===== config.mk =====
export PLATFORM = sky130hd
export DESIGN_NAME = seven_segment_scan_display
export DESIGN_NICKNAME = d
export VERILOG_FILES = /design/src/rtl/ssd_pkg.sv /design/src/rtl/ssd_ctrl.sv /design/src/rtl/ssd_datapath.sv /design/src/rtl/seven_segment_scan_display.sv
export SDC_FILE = /design/constraint.sdc
export NUM_CORES = 1
export LEC_CHECK = 0
export ABC_AREA = 1
export BUFFER_PORTS_ARGS = -buffer_cell sky130_fd_sc_hd__buf_2
export CORE_ASPECT_RATIO = 1.4
export CORE_MARGIN = 2
export CORE_UTILIZATION = 40
export DETAILED_ROUTE_END_ITERATION = 8
export MAX_ROUTING_LAYER = met4
export SETUP_SLACK_MARGIN = 0.4
export SYNTH_ARGS = -nofsm -noshare
export SYNTH_HDL_FRONTEND = slang
export SYNTH_SLANG_ARGS = --single-unit

===== constraint.sdc =====
create_clock -name i_clk -period 3.43 [get_ports i_clk]
set_clock_uncertainty 0.15 [all_clocks]
set_input_delay 0.343 -clock i_clk [delete_from_list [all_inputs] [get_ports i_clk]]
set_output_delay 0.343 -clock i_clk [all_outputs]
set_load 0.01 [all_outputs]

===== src/rtl/ssd_pkg.sv =====
package ssd_pkg;

    // command codes carried in the slave-side tuser
    typedef enum logic [2:0] {
        OP_WRITE_CHAR = 3'd0,
        OP_SET_ICON   = 3'd1,
        OP_CLEAR_ICON = 3'd2,
        OP_FLASH_ICON = 3'd3,
        OP_FLASH_POS  = 3'd4,
        OP_CLEAR      = 3'd5,
        OP_SCAN_TICK  = 3'd6
    } t_opcode;

    // configuration register indexes
    localparam logic CFG_COLON_MASK   = 1'b0;
    localparam logic CFG_BLINK_PERIOD = 1'b1;

    localparam logic [7:0] BLINK_PERIOD_RESET = 8'd250;
    localparam logic [7:0] GLYPH_MINUS        = 8'h40;
    localparam logic [7:0] ALL_ICONS          = 8'hff;

    typedef enum logic [0:0] {
        OS_EMPTY,
        OS_FULL
    } t_out_state;

    // one-hot commands from controller to datapath
    typedef struct packed {
        logic write_char;
        logic set_icon;
        logic clear_icon;
        logic flash_icon;
        logic flash_pos;
        logic clear_all;
        logic scan_tick;
    } t_dp_cmd;

    typedef enum logic [1:0] {
        CH_NONE,
        CH_GLYPH,
        CH_COLON
    } t_char_class;

    typedef struct packed {
        t_char_class cls;
        logic [7:0]  glyph;
    } t_glyph;

    localparam logic [7:0] DIGIT_GLYPH [10] = '{
        8'h3f, 8'h06, 8'h5b, 8'h4f, 8'h66, 8'h6d, 8'h7d, 8'h07, 8'h7f, 8'h6f
    };

    localparam logic [7:0] UPPER_GLYPH [26] = '{
        8'h77, 8'h40, 8'h39, 8'h3f, 8'h79, 8'h71, 8'h40, 8'h76, 8'h06, 8'h1e,
        8'h40, 8'h38, 8'h40, 8'h37, 8'h3f, 8'h73, 8'h40, 8'h50, 8'h6d, 8'h40,
        8'h3e, 8'h3e, 8'h40, 8'h76, 8'h40, 8'h5b
    };

    localparam logic [7:0] LOWER_GLYPH [26] = '{
        8'h77, 8'h7c, 8'h58, 8'h5e, 8'h79, 8'h71, 8'h40, 8'h40, 8'h40, 8'h40,
        8'h40, 8'h38, 8'h40, 8'h54, 8'h5c, 8'h73, 8'h67, 8'h50, 8'h40, 8'h40,
        8'h3e, 8'h3e, 8'h40, 8'h40, 8'h40, 8'h40
    };

    localparam logic [7:0] CHAR_ZERO    = 8'h30;
    localparam logic [7:0] CHAR_NINE    = 8'h39;
    localparam logic [7:0] CHAR_UPPER_A = 8'h41;
    localparam logic [7:0] CHAR_UPPER_Z = 8'h5a;
    localparam logic [7:0] CHAR_LOWER_A = 8'h61;
    localparam logic [7:0] CHAR_LOWER_Z = 8'h7a;
    localparam logic [7:0] CHAR_COLON   = 8'h3a;
    localparam logic [7:0] CHAR_MINUS   = 8'h2d;

    // ascii to glyph; the colon is class colon, anything else without a glyph is class none
    function automatic t_glyph ssd_decode_char(input logic [7:0] c);
        t_glyph     res;
        logic [7:0] idx;
        res.cls   = CH_NONE;
        res.glyph = 8'h00;
        idx       = 8'h00;
        if (c >= CHAR_ZERO && c <= CHAR_NINE) begin
            idx       = c - CHAR_ZERO;
            res.cls   = CH_GLYPH;
            res.glyph = DIGIT_GLYPH[idx[3:0]];
        end else if (c >= CHAR_LOWER_A && c <= CHAR_LOWER_Z) begin
            idx       = c - CHAR_LOWER_A;
            res.cls   = CH_GLYPH;
            res.glyph = LOWER_GLYPH[idx[4:0]];
        end else if (c >= CHAR_UPPER_A && c <= CHAR_UPPER_Z) begin
            idx       = c - CHAR_UPPER_A;
            res.cls   = CH_GLYPH;
            res.glyph = UPPER_GLYPH[idx[4:0]];
        end else if (c == CHAR_COLON) begin
            res.cls   = CH_COLON;
        end else if (c == CHAR_MINUS) begin
            res.cls   = CH_GLYPH;
            res.glyph = GLYPH_MINUS;
        end
        return res;
    endfunction

endpackage


===== src/rtl/ssd_ctrl.sv =====
module ssd_ctrl
    import ssd_pkg::*;
(
    input  logic       i_clk,
    input  logic       i_rst_n,
    input  logic       i_in_valid,
    input  logic [2:0] i_opcode,
    input  logic       i_out_ready,
    output logic       o_in_ready,
    output logic       o_out_valid,
    output t_dp_cmd    o_cmd
);

    t_out_state r_state;
    t_out_state n_state;
    logic       accept;
    logic       is_tick;

    assign is_tick = (i_opcode == OP_SCAN_TICK);
    assign accept  = i_in_valid && o_in_ready;

    always_ff @(posedge i_clk) begin
        if (!i_rst_n) begin
            r_state <= OS_EMPTY;
        end else begin
            r_state <= n_state;
        end
    end

    // result register occupancy
    always_comb begin
        n_state = r_state;
        unique case (r_state)
            OS_EMPTY: begin
                if (accept && is_tick) n_state = OS_FULL;
            end
            OS_FULL: begin
                if (i_out_ready && !(accept && is_tick)) n_state = OS_EMPTY;
            end
            default: n_state = OS_EMPTY;
        endcase
    end

    always_comb begin
        o_in_ready  = (r_state == OS_EMPTY) || i_out_ready;
        o_out_valid = (r_state == OS_FULL);
        o_cmd       = '0;
        if (accept) begin
            unique case (t_opcode'(i_opcode))
                OP_WRITE_CHAR: o_cmd.write_char = 1'b1;
                OP_SET_ICON:   o_cmd.set_icon   = 1'b1;
                OP_CLEAR_ICON: o_cmd.clear_icon = 1'b1;
                OP_FLASH_ICON: o_cmd.flash_icon = 1'b1;
                OP_FLASH_POS:  o_cmd.flash_pos  = 1'b1;
                OP_CLEAR:      o_cmd.clear_all  = 1'b1;
                OP_SCAN_TICK:  o_cmd.scan_tick  = 1'b1;
                default:       o_cmd            = '0;
            endcase
        end
    end

endmodule


===== src/rtl/ssd_datapath.sv =====
module ssd_datapath
    import ssd_pkg::*;
#(
    parameter int NUM_POSITIONS = 5
) (
    input  logic       i_clk,
    input  logic       i_rst_n,
    input  t_dp_cmd    i_cmd,
    input  logic [7:0] i_char_code,
    input  logic [2:0] i_position,
    input  logic [7:0] i_icon_mask,
    input  logic       i_cfg_we,
    input  logic       i_cfg_addr,
    input  logic [7:0] i_cfg_data,
    output logic [4:0] o_digit_enable,
    output logic [6:0] o_segment_drive
);

    localparam int PW = (NUM_POSITIONS > 1) ? $clog2(NUM_POSITIONS) : 1;
    localparam logic [PW-1:0] LAST_POS = PW'(NUM_POSITIONS - 1);

    logic [7:0]    r_store [NUM_POSITIONS];
    logic [7:0]    n_store [NUM_POSITIONS];
    logic [7:0]    r_blink_mask, n_blink_mask;
    logic [7:0]    r_blink_count, n_blink_count;
    logic          r_blink_phase, n_blink_phase;
    logic [PW-1:0] r_scan_pos, n_scan_pos;
    logic [7:0]    r_colon_mask;
    logic [7:0]    r_blink_period;
    logic [4:0]    r_out_enable, n_out_enable;
    logic [6:0]    r_out_seg, n_out_seg;

    t_glyph        glyph;
    logic          pos_ok;
    logic [PW-1:0] pos_idx;
    logic [7:0]    count_inc;
    logic [7:0]    seg;
    logic [7:0]    sel_onehot;

    assign glyph   = ssd_decode_char(i_char_code);
    assign pos_ok  = {1'b0, i_position} < 4'(NUM_POSITIONS);
    assign pos_idx = i_position[PW-1:0];

    always_comb begin
        n_store       = r_store;
        n_blink_mask  = r_blink_mask;
        n_blink_count = r_blink_count;
        n_blink_phase = r_blink_phase;
        n_scan_pos    = r_scan_pos;
        n_out_enable  = r_out_enable;
        n_out_seg     = r_out_seg;
        count_inc     = r_blink_count + 8'd1;
        seg           = 8'h00;
        sel_onehot    = 8'h00;

        if (i_cmd.write_char) begin
            if (glyph.cls == CH_GLYPH && pos_ok) begin
                n_store[pos_idx] = glyph.glyph;
            end else if (glyph.cls == CH_COLON) begin
                n_store[LAST_POS] = r_store[LAST_POS] | r_colon_mask;
            end
        end
        if (i_cmd.set_icon) n_store[LAST_POS] = r_store[LAST_POS] | i_icon_mask;
        if (i_cmd.clear_icon) n_store[LAST_POS] = r_store[LAST_POS] & ~i_icon_mask;
        if (i_cmd.flash_icon) n_blink_mask = r_blink_mask | i_icon_mask;
        if (i_cmd.flash_pos && i_position == 3'(NUM_POSITIONS - 1)) begin
            n_blink_mask = ALL_ICONS;
        end
        if (i_cmd.clear_all) begin
            for (int i = 0; i < NUM_POSITIONS; i++) n_store[i] = 8'h00;
            n_blink_mask = 8'h00;
        end
        if (i_cmd.scan_tick) begin
            // period of zero only matches after the wrap, i.e. 256 ticks
            if (count_inc == r_blink_period) begin
                n_blink_count = 8'd0;
                n_blink_phase = ~r_blink_phase;
            end else begin
                n_blink_count = count_inc;
            end
            seg = r_store[r_scan_pos];
            if (r_scan_pos == LAST_POS && n_blink_phase) seg = seg ^ r_blink_mask;
            sel_onehot   = 8'd1 << r_scan_pos;
            n_out_enable = sel_onehot[4:0];
            n_out_seg    = ~seg[6:0];
            n_scan_pos   = (r_scan_pos == LAST_POS) ? '0 : r_scan_pos + 1'b1;
        end
    end

    always_ff @(posedge i_clk) begin
        if (!i_rst_n) begin
            for (int i = 0; i < NUM_POSITIONS; i++) r_store[i] <= 8'h00;
            r_blink_mask   <= 8'h00;
            r_blink_count  <= 8'd0;
            r_blink_phase  <= 1'b0;
            r_scan_pos     <= '0;
            r_colon_mask   <= 8'h00;
            r_blink_period <= BLINK_PERIOD_RESET;
        end else begin
            r_store       <= n_store;
            r_blink_mask  <= n_blink_mask;
            r_blink_count <= n_blink_count;
            r_blink_phase <= n_blink_phase;
            r_scan_pos    <= n_scan_pos;
            if (i_cfg_we) begin
                case (i_cfg_addr)
                    CFG_COLON_MASK:   r_colon_mask   <= i_cfg_data;
                    CFG_BLINK_PERIOD: r_blink_period <= i_cfg_data;
                    default:          r_colon_mask   <= r_colon_mask;
                endcase
            end
        end
    end

    always_ff @(posedge i_clk) begin
        r_out_enable <= n_out_enable;
        r_out_seg    <= n_out_seg;
    end

    assign o_digit_enable  = r_out_enable;
    assign o_segment_drive = r_out_seg;

endmodule


===== src/rtl/seven_segment_scan_display.sv =====
// multiplexed seven-segment display driver: NUM_POSITIONS positions, the last
// being the status/icon position and the others character digits. every
// slave-side transaction is a command (opcode in tuser); only a scan tick
// produces a master-side transaction, carrying the one-hot enable of the
// scanned position and its active-low segments a..g. one command is taken per clock
// unless stalled; each is a single register update in the datapath. a scan tick's
// result is offered from the cycle after its transaction. any command, not only a
// scan tick, waits while the result register still holds an untaken result and the
// master side is not ready in that cycle. colon_mask (index 0) and blink_period
// (index 1) are written through the cfg port; the user must write them only while
// idle, which the block does not enforce. blink_period 0 behaves as 256 ticks.
module seven_segment_scan_display
    import ssd_pkg::*;
#(
    parameter int NUM_POSITIONS = 5
) (
    input  logic        i_clk,
    input  logic        i_rst_n,
    // command stream
    input  logic        s_axis_tvalid,
    output logic        s_axis_tready,
    input  logic [23:0] s_axis_tdata,  // char_code[7:0], position[10:8], icon_mask[18:11]
    input  logic [2:0]  s_axis_tuser,  // opcode[2:0]
    // scan result stream
    output logic        m_axis_tvalid,
    input  logic        m_axis_tready,
    output logic [15:0] m_axis_tdata,  // digit_enable[4:0], segment_drive[11:5]
    // configuration write port
    input  logic        i_cfg_we,
    input  logic        i_cfg_addr,
    input  logic [7:0]  i_cfg_data
);

    t_dp_cmd    cmd;
    logic [4:0] digit_enable;
    logic [6:0] segment_drive;

    // controller owns both handshakes and decodes the opcode
    ssd_ctrl u_ctrl (
        .i_clk       (i_clk),
        .i_rst_n     (i_rst_n),
        .i_in_valid  (s_axis_tvalid),
        .i_opcode    (s_axis_tuser),
        .i_out_ready (m_axis_tready),
        .o_in_ready  (s_axis_tready),
        .o_out_valid (m_axis_tvalid),
        .o_cmd       (cmd)
    );

    // display store, blink timer, scan counter and result register
    ssd_datapath #(
        .NUM_POSITIONS (NUM_POSITIONS)
    ) u_datapath (
        .i_clk           (i_clk),
        .i_rst_n         (i_rst_n),
        .i_cmd           (cmd),
        .i_char_code     (s_axis_tdata[7:0]),
        .i_position      (s_axis_tdata[10:8]),
        .i_icon_mask     (s_axis_tdata[18:11]),
        .i_cfg_we        (i_cfg_we),
        .i_cfg_addr      (i_cfg_addr),
        .i_cfg_data      (i_cfg_data),
        .o_digit_enable  (digit_enable),
        .o_segment_drive (segment_drive)
    );

    // pad to whole bytes
    assign m_axis_tdata = {4'b0000, segment_drive, digit_enable};

endmodule


=== Word level (Yosys, flattened, before mapping) ===
Memory sizes are Yosys's and may differ from the RTL's.
Index checks and enable logic that the tools add are counted.

* Register bits after elaboration: 89
* Memory bits (writable): 0
* Input port bits: 41
* Logic and storage cells: 128
* Memories: 3
* ROM bits: 640
* Latch bits: 0

* $add $sub $neg: 5
* Eq/ne operators: 13
* Shift operators: 1
* Multipliers: 0
* Multiplexer cells: 42
* Bitwise operators: 16
* Reductions and logical operators: 21
* Order comparisons: 13
* Div/mod/pow operators: 0

{| class="wikitable"
|+ Memories
! name !! words !! bits a word !! read ports !! clocked after Yosys merged registers in !! write ports !! line !! text
|-
| (name not given) || 32 || 8 || 1 || 0 || 0 || ssd_pkg.sv:88 || <nowiki>res.glyph = LOWER_GLYPH[idx[4:0]];</nowiki>
|-
| (name not given) || 32 || 8 || 1 || 0 || 0 || ssd_pkg.sv:92 || <nowiki>res.glyph = UPPER_GLYPH[idx[4:0]];</nowiki>
|-
| (name not given) || 16 || 8 || 1 || 0 || 0 || ssd_pkg.sv:84 || <nowiki>res.glyph = DIGIT_GLYPH[idx[3:0]];</nowiki>
|}

{| class="wikitable"
|+ Operators with widths
! operator !! number
|-
| $mux 8 || 16
|-
| $bwmux 40 || 1
|-
| $mux 7 || 5
|-
| $mux 10 || 3
|-
| $bmux 8 s3 || 1
|-
| $demux 8 s3 || 1
|-
| $or 8x8->8 || 3
|-
| $eq 8x6->1 const B || 2
|-
| $ge 8x7->1 const B || 2
|-
| $le 8x7->1 const B || 2
|-
| $eq 3x3->1 const B || 5
|-
| $ge 6x6->1 const B || 2
|-
| $not 5->6 || 2
|-
| $mux 1 || 11
|-
| $logic_and 1x1->1 || 10
|-
| $sub 5x1->5 const B || 2
|-
| $mux 9 || 1
|-
| $add 8x1->8 const B || 1
|-
| $and 8x8->8 || 1
|-
| $eq 8x8->1 || 1
|-
| $ge 4x4->1 const B || 2
|-
| $ge 8x6->1 const B || 1
|-
| $le 8x6->1 const B || 1
|-
| $not 3->4 || 2
|-
| 26 further kinds || 33
|}

=== Depth between registers and ports, before layout ===
Gate-level depths: netlist (run 1).

* Word-level depth: 14
* Depth in mapped cells: 17

=== Modules after synthesis ===
From an unflattened synthesis (run 1), not the netlist that was laid out.

* Cells, all modules: 862
* Area, all modules: 5585.4 sq um

{| class="wikitable"
|+ By module, submodules not included
! module !! times used !! area each (sq um) !! cells an instance
|-
| ssd_datapath || 1 || 5424.0 || 832
|-
| ssd_ctrl || 1 || 127.6 || 25
|-
| seven_segment_scan_display || 1 || 33.8 || 5
|}

=== Least setup slack after synthesis (run 1) ===
Ideal clock, no wire load.

* Kind: input port to flip-flop
* Start point: in s_axis_tdata[1]
* End point: reg u_datapath.r_store[6] (netlist bit)
* Arrival time: 2295 ps
* Library setup time: 132 ps
* Stages: 15
* Required time: 3148 ps
* Slack: 853 ps
* Path through: inv_1 > ha_1 > ha_1 > buf_2 > inv_1 > buf_2 > nand2_1 > o21ai_0 > nand2_1 > nand2_1 > nand4_1 > nand2_1 > nand2_1 > nand3_1 > a21oi_1

* Cells in the longest elaborated chain, start to end: 13
* Elaborated cells on any way between the ends: 42
* Those cells by class: add/sub (3); order compare (6); eq/ne (4); mux (17); bitwise (3); reduce/logical (6); memory (3)

{| class="wikitable"
|+ RTL lines
! what !! line !! text
|-
| start, declared || seven_segment_scan_display.sv:22 || <nowiki>input logic [23:0] s_axis_tdata,</nowiki>
|-
| $sub 5x1->5 || ssd_pkg.sv:86, ssd_pkg.sv:90 ||
|-
| $not 5->6 (implied by the code) || ssd_pkg.sv:88, ssd_pkg.sv:92 ||
|-
| $mem_v2 32x8 || n/a ||
|-
| $mux 8 (implied by the code) (2 in a row) || ssd_pkg.sv:92 ||
|-
| $mux 10 || ssd_pkg.sv:89 || <nowiki>end else if (c >= CHAR_UPPER_A && c <= CHAR_UPPER_Z) begin</nowiki>
|-
| $mux 10 || ssd_pkg.sv:85 || <nowiki>end else if (c >= CHAR_LOWER_A && c <= CHAR_LOWER_Z) begin</nowiki>
|-
| $mux 10 (*) || ssd_pkg.sv:81 || <nowiki>if (c >= CHAR_ZERO && c <= CHAR_NINE) begin</nowiki>
|-
| $bwmux 40 || ssd_datapath.sv:58 || <nowiki>n_store[pos_idx] = glyph.glyph;</nowiki>
|-
| $mux 8 || ssd_datapath.sv:57 || <nowiki>if (glyph.cls == CH_GLYPH && pos_ok) begin</nowiki>
|-
| $mux 8 || ssd_datapath.sv:56 || <nowiki>if (i_cmd.write_char) begin</nowiki>
|-
| $mux 8 || ssd_datapath.sv:63 || <nowiki>if (i_cmd.set_icon) n_store[LAST_POS] = r_store[LAST_POS] | i_icon_mask;</nowiki>
|-
| $mux 8 || ssd_datapath.sv:64 || <nowiki>if (i_cmd.clear_icon) n_store[LAST_POS] = r_store[LAST_POS] & ~i_icon_mask;</nowiki>
|-
| end signal, assigned || ssd_datapath.sv:100 || <nowiki>r_store <= n_store;</nowiki>
|-
| end, declared || ssd_datapath.sv:22 || <nowiki>logic [7:0] r_store [NUM_POSITIONS];</nowiki>
|}

Mark *: on every way between the ends. The rest lies on a longest branch, timed or not. The select of a mux whose other input is x is not followed.
A chain may end at the register's enable or synchronous reset.

=== Worst setup path after layout (run 1) ===
* Start point: reg u_datapath.r_blink_count[0]
* End point: reg u_datapath.r_out_seg[0] (netlist: u_datapath.o_segment_drive[0]), data pin

* Cells in the longest elaborated chain, start to end: 8

{| class="wikitable"
|+ RTL lines
! what !! line !! text
|-
| start, declared || ssd_datapath.sv:25 || <nowiki>logic [7:0] r_blink_count, n_blink_count;</nowiki>
|-
| start signal, assigned || ssd_datapath.sv:102 || <nowiki>r_blink_count <= n_blink_count;</nowiki>
|-
| $add 8x1->8 || ssd_datapath.sv:52 || <nowiki>count_inc = r_blink_count + 8'd1;</nowiki>
|-
| $eq 8x8->1 || ssd_datapath.sv:75 || <nowiki>if (count_inc == r_blink_period) begin</nowiki>
|-
| $mux 1 || ssd_datapath.sv:75 ||
|-
| $mux 1 || ssd_datapath.sv:73 || <nowiki>if (i_cmd.scan_tick) begin</nowiki>
|-
| $logic_and 1x1->1 || ssd_datapath.sv:82 || <nowiki>if (r_scan_pos == LAST_POS && n_blink_phase) seg = seg ^ r_blink_mask;</nowiki>
|-
| $mux 7 || ssd_datapath.sv:82 ||
|-
| $mux 7 || ssd_datapath.sv:73 ||
|-
| $not 7->7 || ssd_datapath.sv:85 || <nowiki>n_out_seg = ~seg[6:0];</nowiki>
|-
| end signal, assigned || ssd_datapath.sv:117 || <nowiki>r_out_seg <= n_out_seg;</nowiki>
|-
| end, declared || ssd_datapath.sv:31 || <nowiki>logic [6:0] r_out_seg, n_out_seg;</nowiki>
|}

No other way between the ends. The select of a mux whose other input is x is not followed.

==> summary.txt, run 1 <==
STA
  • Tmin final: 2560 ps
  • Fin crit share: 0.747
  • FMAX: 390 MHz
  • RSZ-0062 raised after global routing: false
  • Slew headroom: 0.290
  • Final setup viols: 0
  • Worst-Margin Slew: 1060 ps
  • Final Max Slew Viols: 0
  • Sum of negative setup slack: 0 ps
  • Hold Fails Final Rpt: 0

Cells and area
  • Area growth syn-to-layout: 13.7%
  • Nets: 913
  • Non-Filler Instances: 1014
  • Layout cell share with drive strength beyond 1: 0.128
  • Fillers: 1387

Clocking
  • Max clock buf depth: 2
  • Clock sinks: 82
  • Root Driver: clkbuf_16
  • Clk_lat worst skew: 340 ps
  • Max H-tree Level: 3
  • CTS Buf Count: 9
  • Reg clk slew, reported paths: 60 ps
  • CTS tree: done
  • Hold buffer count at CTS: 0
  • Cts repair resizes: 0
  • Post-CTS setup buffer count: 0

GRT
  • Global-route wire length before repair: 22700 um
  • GRT overflow: 0
  • Vias in the first global route: 4683
  • GRT Util Overall: 0.209
  • Largest net degree at the start of global routing: 26
  • Initial antenna violation count: 1

Floorplanning
  • DIE AREA: 0.0141 mm2
  • Initial Util: 0.410
  • Std cell rows: 49
  • CORE AREA: 0.0128 mm2
  • # IOs: 59
  • Die Y: 140 um
  • Chip width: 101 um

Logic synthesis
  • Main combinational cell family by area after synthesis: simple AND/OR/NAND/NOR gates
  • Mux cell area share after synthesis: 0
  • Number of distinct library cells after synthesis: 40
  • EDFF count, synth: 12
  • Predominant post-synthesis flop cell: dfxtp_1
  • Ys async rst share: 0
  • Mapped Avg Cell Area: 6.56 um2
  • Mapped Cells: 801
  • Post-Synth Simple-Gate Area: 0.330
  • Synthesized area: 0.00525 mm2
  • Post-synthesis compound-gate area fraction: 0.161
  • Adder-Cell Fraction of Synth Area: 0.0405
  • Xor and xnor area share after synthesis: 0.0267
  • Sequential fraction of the synthesis area: 0.335
  • Number of synthesis warnings: 0
  • Yosys reg bits: 82

Detailed routing
  • WL per Instance: 13.6 um
  • DRT Pass-1 Iters: 5
  • Iter 0 DRT Violations: 329
  • Total Wirelength: 13800 um
  • ANT nets after route: 0
  • Vias per cell: 5.06
  • DRC violations left: 0
  • Vias after detailed routing: 5127

Power and ir drop
  • Peak supply drop: 0.000225 V
  • Final Power: 0.00236 W
  • PwrDens: 396 mW/mm2
  • P_leak: 2.73 nW

Run
  • Max Cap Viol: 0

Hold path
  • Hold WC Path Type: input port to flop
  • Worst min-delay path startpoint: i_cfg_data[7]

Critical path
  • Kind of critical path: flop to flop
  • Reg-to-Reg Start: u_datapath.r_blink_count[0]
  • CP Data Required Time: 3490 ps
  • CP startpoint: u_datapath.r_blink_count[0]
  • Critical Path AT: 2620 ps
  • CP startpoint kind: flop
  • Top fanout value on the critical path: 9
  • CP Capture Type: flop

Placed design
  • IO buf count: 48
  • GP Congestion: 0.887
  • Inst Count DP: 997
  • Detailed placer's ending HPWL: 10600 um

Outcome
  • Status: complete, no violations
state kept, by name (all words and copies together), names as in the netlist:
signal and flops:
u_datapath.r_scan_pos 3, u_datapath.r_blink_count 8, u_datapath.o_digit_enable 5, u_datapath.r_blink_mask 7
u_datapath.r_colon_mask 7, u_datapath.r_blink_period 8, u_datapath.r_blink_phase 1, u_ctrl.o_out_valid 1
u_datapath.r_store 35, u_datapath.o_segment_drive 7
layout make-up:
type	instances	area, um2	share of cell area
multi-input cells	589	2950	0.493
well taps	153	191	0.0320
inverters	110	414	0.0693
repair buffers	63	353	0.0591
flip-flops and latches	82	1760	0.295
diodes	1	2.50	0.000419
clock inverters	4	50.0	0.00838
clock buffers	12	256	0.0429
synthesized netlist by cell type, types with 8 or more instances:
cell type	count	area share
nand4_1	12	0.014
or2_2	12	0.014
nand2_2	8	0.0095
nand3_1	67	0.064
clkbuf_1	9	0.0064
a21oi_1	64	0.061
o21ai_0	32	0.030
nor2_1	86	0.061
dfxtp_1	70	0.27
o21ai_1	13	0.012
ha_1	17	0.040
buf_4	8	0.011
xor2_1	9	0.015
o211ai_1	8	0.011
edfxtp_1	12	0.069
inv_1	103	0.074
nand2_1	208	0.15
per-layer routing:
metal	GRT usage	up-vias	routed length, um
met5	-	-	0
met4	0.0894	0	423
met3	0.0296	27	442
met2	0.349	104	6930
met1	0.248	2292	6040
li1	-	2704	-
worst max-delay path, stage by stage (launching register included):
cell	delay, ps
dfxtp_1	410
ha_1	210
nand2_1	60
nor2_1	150
nand3_1	100
xor2_1	240
xor2_1	170
nand2_1	60
nor2_1	160
nand2_2	170
nand2_1	110
nand2_2	140
nand2_2	170
nand2_1	70
nand2_1	70
worst paths after layout:
check | endpoint | slack (ps) | cells past startpoint
worst max-delay path | u_datapath.o_segment_drive[0] | 870 | 14
worst max register to register | u_datapath.o_segment_drive[0] | 870 | 14
worst min-delay path | u_datapath.r_blink_period[7] | 60 | 3
worst min register to register | u_datapath.r_store[28] | 300 | 2
power breakdown:
| group | internal [W] | total, W | switching (W) |
|---|---|---|---|
| clock | 0.000603 | 0.000993 | 0.000390 |
| combinational | 0.000122 | 0.000363 | 0.000241 |
| sequential | 0.000994 | 0.00101 | 0.0000153 |
| total | 0.00172 | 0.00236 | 0.000646 |
kinds of logic (layout without fill, tap and decap cells):
family | count (synthesis) | after routing
xor gates and xnor gates | 16 | 16
buffers and inverters | 133 | 189
and+or+nand+nor | 405 | 405
adders and majority gates | 17 | 17
DFF | 82 | 82
other | 1 | 5
AOI/OAI and AO/OA | 147 | 147
through the flow:
stage | cell area (um2) | hold slack [ps] | util | setup slack (ps)
after CTS | 5970 | 50.7 | 0.466 | 852
after global placement | 5670 | 285 | 0.442 | 672
final | 5970 | 56.8 | 0.466 | 868
after global routing | 5970 | 65.5 | 0.466 | 526
after floorplan | 5260 | 274 | - | 853
after detailed placement | 5670 | 292 | 0.442 | 634
cells in the final DEF (no fill, tap or decap), types with 3 or more instances in the layout:
cell type  Yosys  final
a21oi_1       64     64
a221oi_1       3      3
buf_2          3     48
buf_4          8     15
clkbuf_16      0      9
clkinv_1       3      3
conb_1         1      4
dfxtp_1       70     70
edfxtp_1      12     12
ha_1          17     17
inv_1        103    103
inv_2          3      3
nand2_1      208    208
nand2_2        8      8
nand3_1       67     67
nand3_2        4      4
nand4_1       12     12
nor2_1        86     86
o211ai_1       8      8
o21a_1         6      6
o21ai_0       32     32
o21ai_1       13     13
o221ai_1       3      3
o22ai_1        4      4
o31ai_1        7      7
or2_2         12     12
xnor2_1        7      7
xor2_1         9      9
Power figures use the tool's default switching activity.
==> run 2: changes to the inputs <==
==> constraint.sdc (replaced) <==
create_clock -name i_clk -period 2.1 [get_ports i_clk]
set_clock_uncertainty 0.15 [all_clocks]
set_input_delay 0.21 -clock i_clk [delete_from_list [all_inputs] [get_ports i_clk]]
set_output_delay 0.21 -clock i_clk [all_outputs]
set_load 0.01 [all_outputs]
==> summary.txt, run 2 (synthesis gave the netlist of run 1 again) <==
Detailed routing
  • DRC violations left: 0
  • WL per Instance: 16.8 um
  • Total Wirelength: 18700 um
  • ANT nets after route: 0
  • Met2 wire len: 10100 um
  • WL met3: 881 um
  • DR top layer: met4
  • Vias after detailed routing: 6014
  • WL met1: 6650 um
  • DRT Pass-1 Iters: 7
  • Iter 0 DRT Violations: 381
  • Vias per cell: 5.39

Placed design
  • GP Congestion: 0.883
  • IO buf count: 48
  • Placed Area: 0.00619 mm2
  • Pre-CTS setup slack: -453 ps
  • Detailed placer's ending HPWL: 12100 um

Run
  • Max Cap Viol: 0

Cells and area
  • Diode count: 0
  • Commonest non-fill, non-tap cell in the layout: nand2_1
  • Biggest register: u_datapath.r_store
  • Area growth syn-to-layout: 56.6%
  • Top flop regs: u_datapath.r_store: 35 flops, u_datapath.r_blink_count: 8 flops, u_datapath.r_blink_period: 8 flops
  • Most frequent cells in the layout: 155 x nand2_1, 89 x inv_1, 66 x nor2_1, 66 x dfxtp_1, 50 x buf_4
  • Layout cell share with drive strength beyond 1: 0.422
  • Nets: 1015
  • Max reg flops: 35
  • Final Instance Area: 0.00823 mm2

Floorplanning
  • Chip width: 101 um
  • CORE AREA: 0.0128 mm2
  • Initial Util: 0.410
  • Std cell rows: 49
  • Die Y: 140 um
  • # IOs: 59
  • DIE AREA: 0.0141 mm2

Hold path
  • Worst min-delay path startpoint: i_rst_n
  • Hold WC Path Type: input port to flop

STA
  • Final setup viols: 11
  • Fin crit share: 1.09
  • Slew headroom: 0.444
  • Sum of negative setup slack: -1230 ps
  • Tmin final: 2280 ps
  • RSZ-0062 raised after global routing: true
  • Hold Fails Final Rpt: 0
  • Final Max Slew Viols: 0
  • Slack of the critical path: -183 ps
  • FMAX: 438 MHz
  • Worst-Margin Slew: 830 ps

Clocking
  • Clock sinks: 82
  • Reg clk slew, reported paths: 60 ps
  • Max H-tree Level: 3
  • Clk_lat worst skew: 340 ps
  • Max clock buf depth: 2
  • CTS Buf Count: 9
  • CTS tree: done
  • Root Driver: clkbuf_16

GRT
  • Global-route wire length before repair: 27900 um
  • GRT Util Overall: 0.258
  • Largest net degree at the start of global routing: 26
  • GRT overflow: 0
  • Initial antenna violation count: 0
  • Vias in the first global route: 5710

Critical path
  • R2R setup slack: -180 ps
  • CP startpoint: u_datapath.r_blink_count[0]
  • R2r endpoint: u_datapath.o_segment_drive[1]
  • CP Capture Type: flop
  • Reg2Reg Depth: 14
  • CP Capture Point: u_datapath.o_segment_drive[1]
  • Reg-to-Reg Start: u_datapath.r_blink_count[0]
  • CP startpoint kind: flop
  • Critical Path AT: 2230 ps
  • CP Data Required Time: 2050 ps
  • Kind of critical path: flop to flop
  • Top fanout value on the critical path: 6

Power and ir drop
  • P_leak: 3.61 nW
  • PwrDens: 554 mW/mm2
  • Peak supply drop: 0.000399 V

Outcome
  • Status: complete, but fails checks
  • Failing checks: setup timing
==> run 2: cell types whose count changed in the layout (fill, tap and decap cells not counted), moves of 20 or more <==
| cell | delta |
|---|---|
| a21oi_1 | -27 |
| a21oi_2 | +25 |
| buf_4 | +35 |
| buf_6 | +38 |
| nand2_1 | -53 |
| nand2_2 | +33 |
| nand3_1 | -45 |
| nand3_2 | +34 |
| nor2_1 | -20 |
| o21ai_2 | +23 |
==> run 2: repair_timing <==
| item | in CTS | in global routing |
|---|---|---|
| endpoints found under the setup margin | 59 | 75 |
| pin swaps | 83 | 85 |
| setup buffers | 36 | 11 |
| hold buffers | 8 | 0 |
| gates resized for setup | 176 | 122 |
| hold endpoints to repair | 14 | 0 |
| cloned | 6 | 0 |
==> run 2: worst min path at each step <==
stage	depth (start not counted)	end	slack, ps
global placement	3	u_datapath.r_blink_period[7]	260
detailed placement	3	u_datapath.r_blink_period[7]	270
finish	2	u_datapath.r_blink_period[3]	80
floorplan	2	u_datapath.r_blink_period[1]	170
global route	2	u_datapath.r_blink_period[6]	100
CTS	2	u_datapath.r_blink_period[4]	70
==> run 2: metrics by stage <==
| step | cells | hold slack [ps] | power, W | utilization |
|---|---|---|---|---|
| after floorplan | 804 | 173 | 0.00212 | - |
| after global placement | 1038 | 263 | 0.00238 | 0.483 |
| after detailed placement | 1038 | 268 | 0.00238 | 0.483 |
| after CTS | 1104 | 68.3 | 0.00437 | 0.597 |
| after global routing | 1115 | 97.1 | 0.00473 | 0.642 |
| final | 1115 | 81.6 | 0.00455 | 0.642 |
==> run 2: layout make-up <==
cell class	count	area, um2
Clock buffer	13	292
Clock inverter	3	42.5
Fill cell	1061	4590
Inverter	110	454
Multi-Input combinational cell	592	4030
Sequential cell	82	1770
Tap cell	153	191
Timing Repair Buffer	161	1440
Timing Repair inverter	1	6.26
==> run 2: power breakdown <==
part           switching (W)  internal, W  total [W]
sequential         0.0000276      0.00162    0.00165
clock               0.000645      0.00109    0.00173
combinational       0.000661     0.000510    0.00117
==> run 2: layer usage <==
| metal | GRT usage | up-vias |
|---|---|---|
| met3 | 0.0407 | 76 |
| met5 | - | - |
| li1 | - | 2916 |
| met1 | 0.263 | 2796 |
| met2 | 0.473 | 226 |
| met4 | 0.118 | 0 |
==> run 2: worst max-delay path: stages (launching register included) <==
cell and delay [ps]:
dfxtp_4 360, ha_4 150, nand2_4 50, nor2_4 100
nand3_2 90, xor2_2 180, xor2_1 170, nand2_1 110
nor2_4 160, nand2_2 80, nand2_2 80, nand2_4 90
buf_4 150, nand3_2 50, nand2_1 60
==> run 3: changes to the inputs <==
--- a/config.mk
+++ b/config.mk
@@ -8,10 +8,11 @@
 export ABC_AREA = 1
 export BUFFER_PORTS_ARGS = -buffer_cell sky130_fd_sc_hd__buf_2
 export CORE_ASPECT_RATIO = 1.4
-export CORE_MARGIN = 2
-export CORE_UTILIZATION = 40
+export CORE_MARGIN = 1
+export CORE_UTILIZATION = 54
 export DETAILED_ROUTE_END_ITERATION = 8
 export MAX_ROUTING_LAYER = met4
+export PLACE_DENSITY = 0.77
 export SETUP_SLACK_MARGIN = 0.4
 export SYNTH_ARGS = -nofsm -noshare
 export SYNTH_HDL_FRONTEND = slang
==> summary.txt, run 3 (synthesis gave the netlist of run 1 again) <==
Power and ir drop
  • Final Power: 0.00431 W
  • PwrDens: 551 mW/mm2
  • P_leak: 3.47 nW
  • Peak supply drop: 0.000374 V

Outcome
  • Failing checks: setup timing
  • Status: complete, but fails checks

STA
  • Final setup viols: 11
  • Worst-Margin Slew: 878 ps
  • RSZ-0062 raised after global routing: true
  • Slack of the critical path: -162 ps
  • Slew headroom: 0.413
  • Fin crit share: 1.08
  • Tmin final: 2260 ps
  • Sum of negative setup slack: -1060 ps
  • FMAX: 442 MHz
  • Worst Hold Slack: 70.8 ps
  • Hold Fails Final Rpt: 0
  • Final Max Slew Viols: 0

Clocking
  • CTS Buf Count: 9
  • CTS tree: done
  • Root Driver: clkbuf_16
  • Reg clk slew, reported paths: 60 ps
  • Max H-tree Level: 3
  • Clk_lat worst skew: 340 ps
  • Max clock buf depth: 2
  • Clock sinks: 82

Critical path
  • Top fanout value on the critical path: 7
  • Critical Path AT: 2210 ps
  • Kind of critical path: flop to flop
  • CP Data Required Time: 2050 ps
  • CP startpoint kind: flop
  • CP Capture Type: flop

Detailed routing
  • Iter 0 DRT Violations: 466
  • Vias after detailed routing: 6354
  • Vias per cell: 5.93
  • ANT nets after route: 0
  • Total Wirelength: 19100 um
  • WL per Instance: 17.8 um
  • DRT Pass-1 Iters: 7
  • DRC violations left: 0

Floorplanning
  • Initial Util: 0.555
  • Chip width: 85.4 um
  • Std cell rows: 42
  • Die Y: 119 um
  • # IOs: 59
  • DIE AREA: 0.0101 mm2
  • CORE AREA: 0.00946 mm2

Cells and area
  • Biggest register: u_datapath.r_store
  • Most frequent cells in the layout: 166 x nand2_1, 87 x inv_1, 69 x nor2_1
  • Non-Filler Instances: 1072
  • Nets: 1015
  • Diode count: 0
  • Commonest non-fill, non-tap cell in the layout: nand2_1
  • Layout cell share with drive strength beyond 1: 0.390
  • Top flop regs: u_datapath.r_store: 35 flops, u_datapath.r_blink_count: 8 flops, u_datapath.r_blink_period: 8 flops
  • Final Util: 0.827
  • Max reg flops: 35
  • Area growth syn-to-layout: 48.9%

Run
  • Max Cap Viol: 0

GRT
  • GRT Util Overall: 0.356
  • Initial antenna violation count: 0
  • GRT overflow: 0
  • Vias in the first global route: 5973
  • Global-route wire length before repair: 27700 um
  • Largest net degree at the start of global routing: 26

Placed design
  • Inst Count DP: 1006
  • GP Congestion: 0.923
  • IO buf count: 48
  • Detailed placer's ending HPWL: 11300 um

Hold path
  • Hold WC Path Type: input port to flop
==> run 3: cell type report <==
cell class / count / area [um2]
timing repair inverter: 1 / 8.76
tap: 110 / 138
multi-input combinational: 594 / 3870
clock inverter: 3 / 46.3
fill: 561 / 1640
inverter: 110 / 437
timing repair buffer: 159 / 1290
sequential: 82 / 1770
clock buffer: 13 / 262
==> run 3: report_power, final <==
part           total (W)  internal [W]  switching (W)
registers        0.00165       0.00162      0.0000271
logic            0.00102      0.000423       0.000599
clock network    0.00164      0.000997       0.000640
==> run 3: routing by layer <==
metal / track usage / vias to the layer above / wire length, um
met4: 0.245 / 0 / 1450
met3: 0.0608 / 147 / 1350
met2: 0.627 / 402 / 9740
li1: - / 2914 / -
met5: - / - / 0
met1: 0.352 / 2891 / 6590
==> run 3: worst paths after layout <==
| kind | startpoint | endpoint | slack (ps) | depth (start not counted) |
|---|---|---|---|---|
| max | u_datapath.r_blink_count[0] | u_datapath.o_segment_drive[6] | -160 | 15 |
| min | i_rst_n | u_datapath.r_blink_period[5] | 70 | 2 |
| max reg2reg | u_datapath.r_blink_count[0] | u_datapath.o_segment_drive[6] | -160 | 15 |
| min reg2reg | u_datapath.r_store[35] | u_datapath.r_store[35] | 300 | 2 |
==> run 3: repair_timing <==
item | in CTS | in global routing
cloned | 7 | 0
setup endpoints to repair | 59 | 62
buffers inserted | 25 | 10
gates resized for setup | 172 | 59
hold endpoints to repair | 14 | 0
pin swaps | 57 | 43
hold buffers | 8 | 0
==> run 3: worst max-delay path, cell delays in order, from the launching register on <==
cell and delay, ps:
dfxtp_4 360, buf_4 130, nand3_2 100, nor2_2 150
nand2_1 60, nand2_1 80, nand2_1 80, or2_1 220
nand4_1 100, nor2_2 70, nand2_2 90, nand2_4 90
nand2_4 130, nand2_4 90, nand2_1 80, nand2_1 50
==> run 3: stage by stage <==
step | setup WS (ps) | area [um2]
floorplan | -21.0 | 5450
global placement | -229 | 6180
detailed placement | -279 | 6180
CTS | -72.5 | 7500
global route | -278 | 7820
finish | -162 | 7820
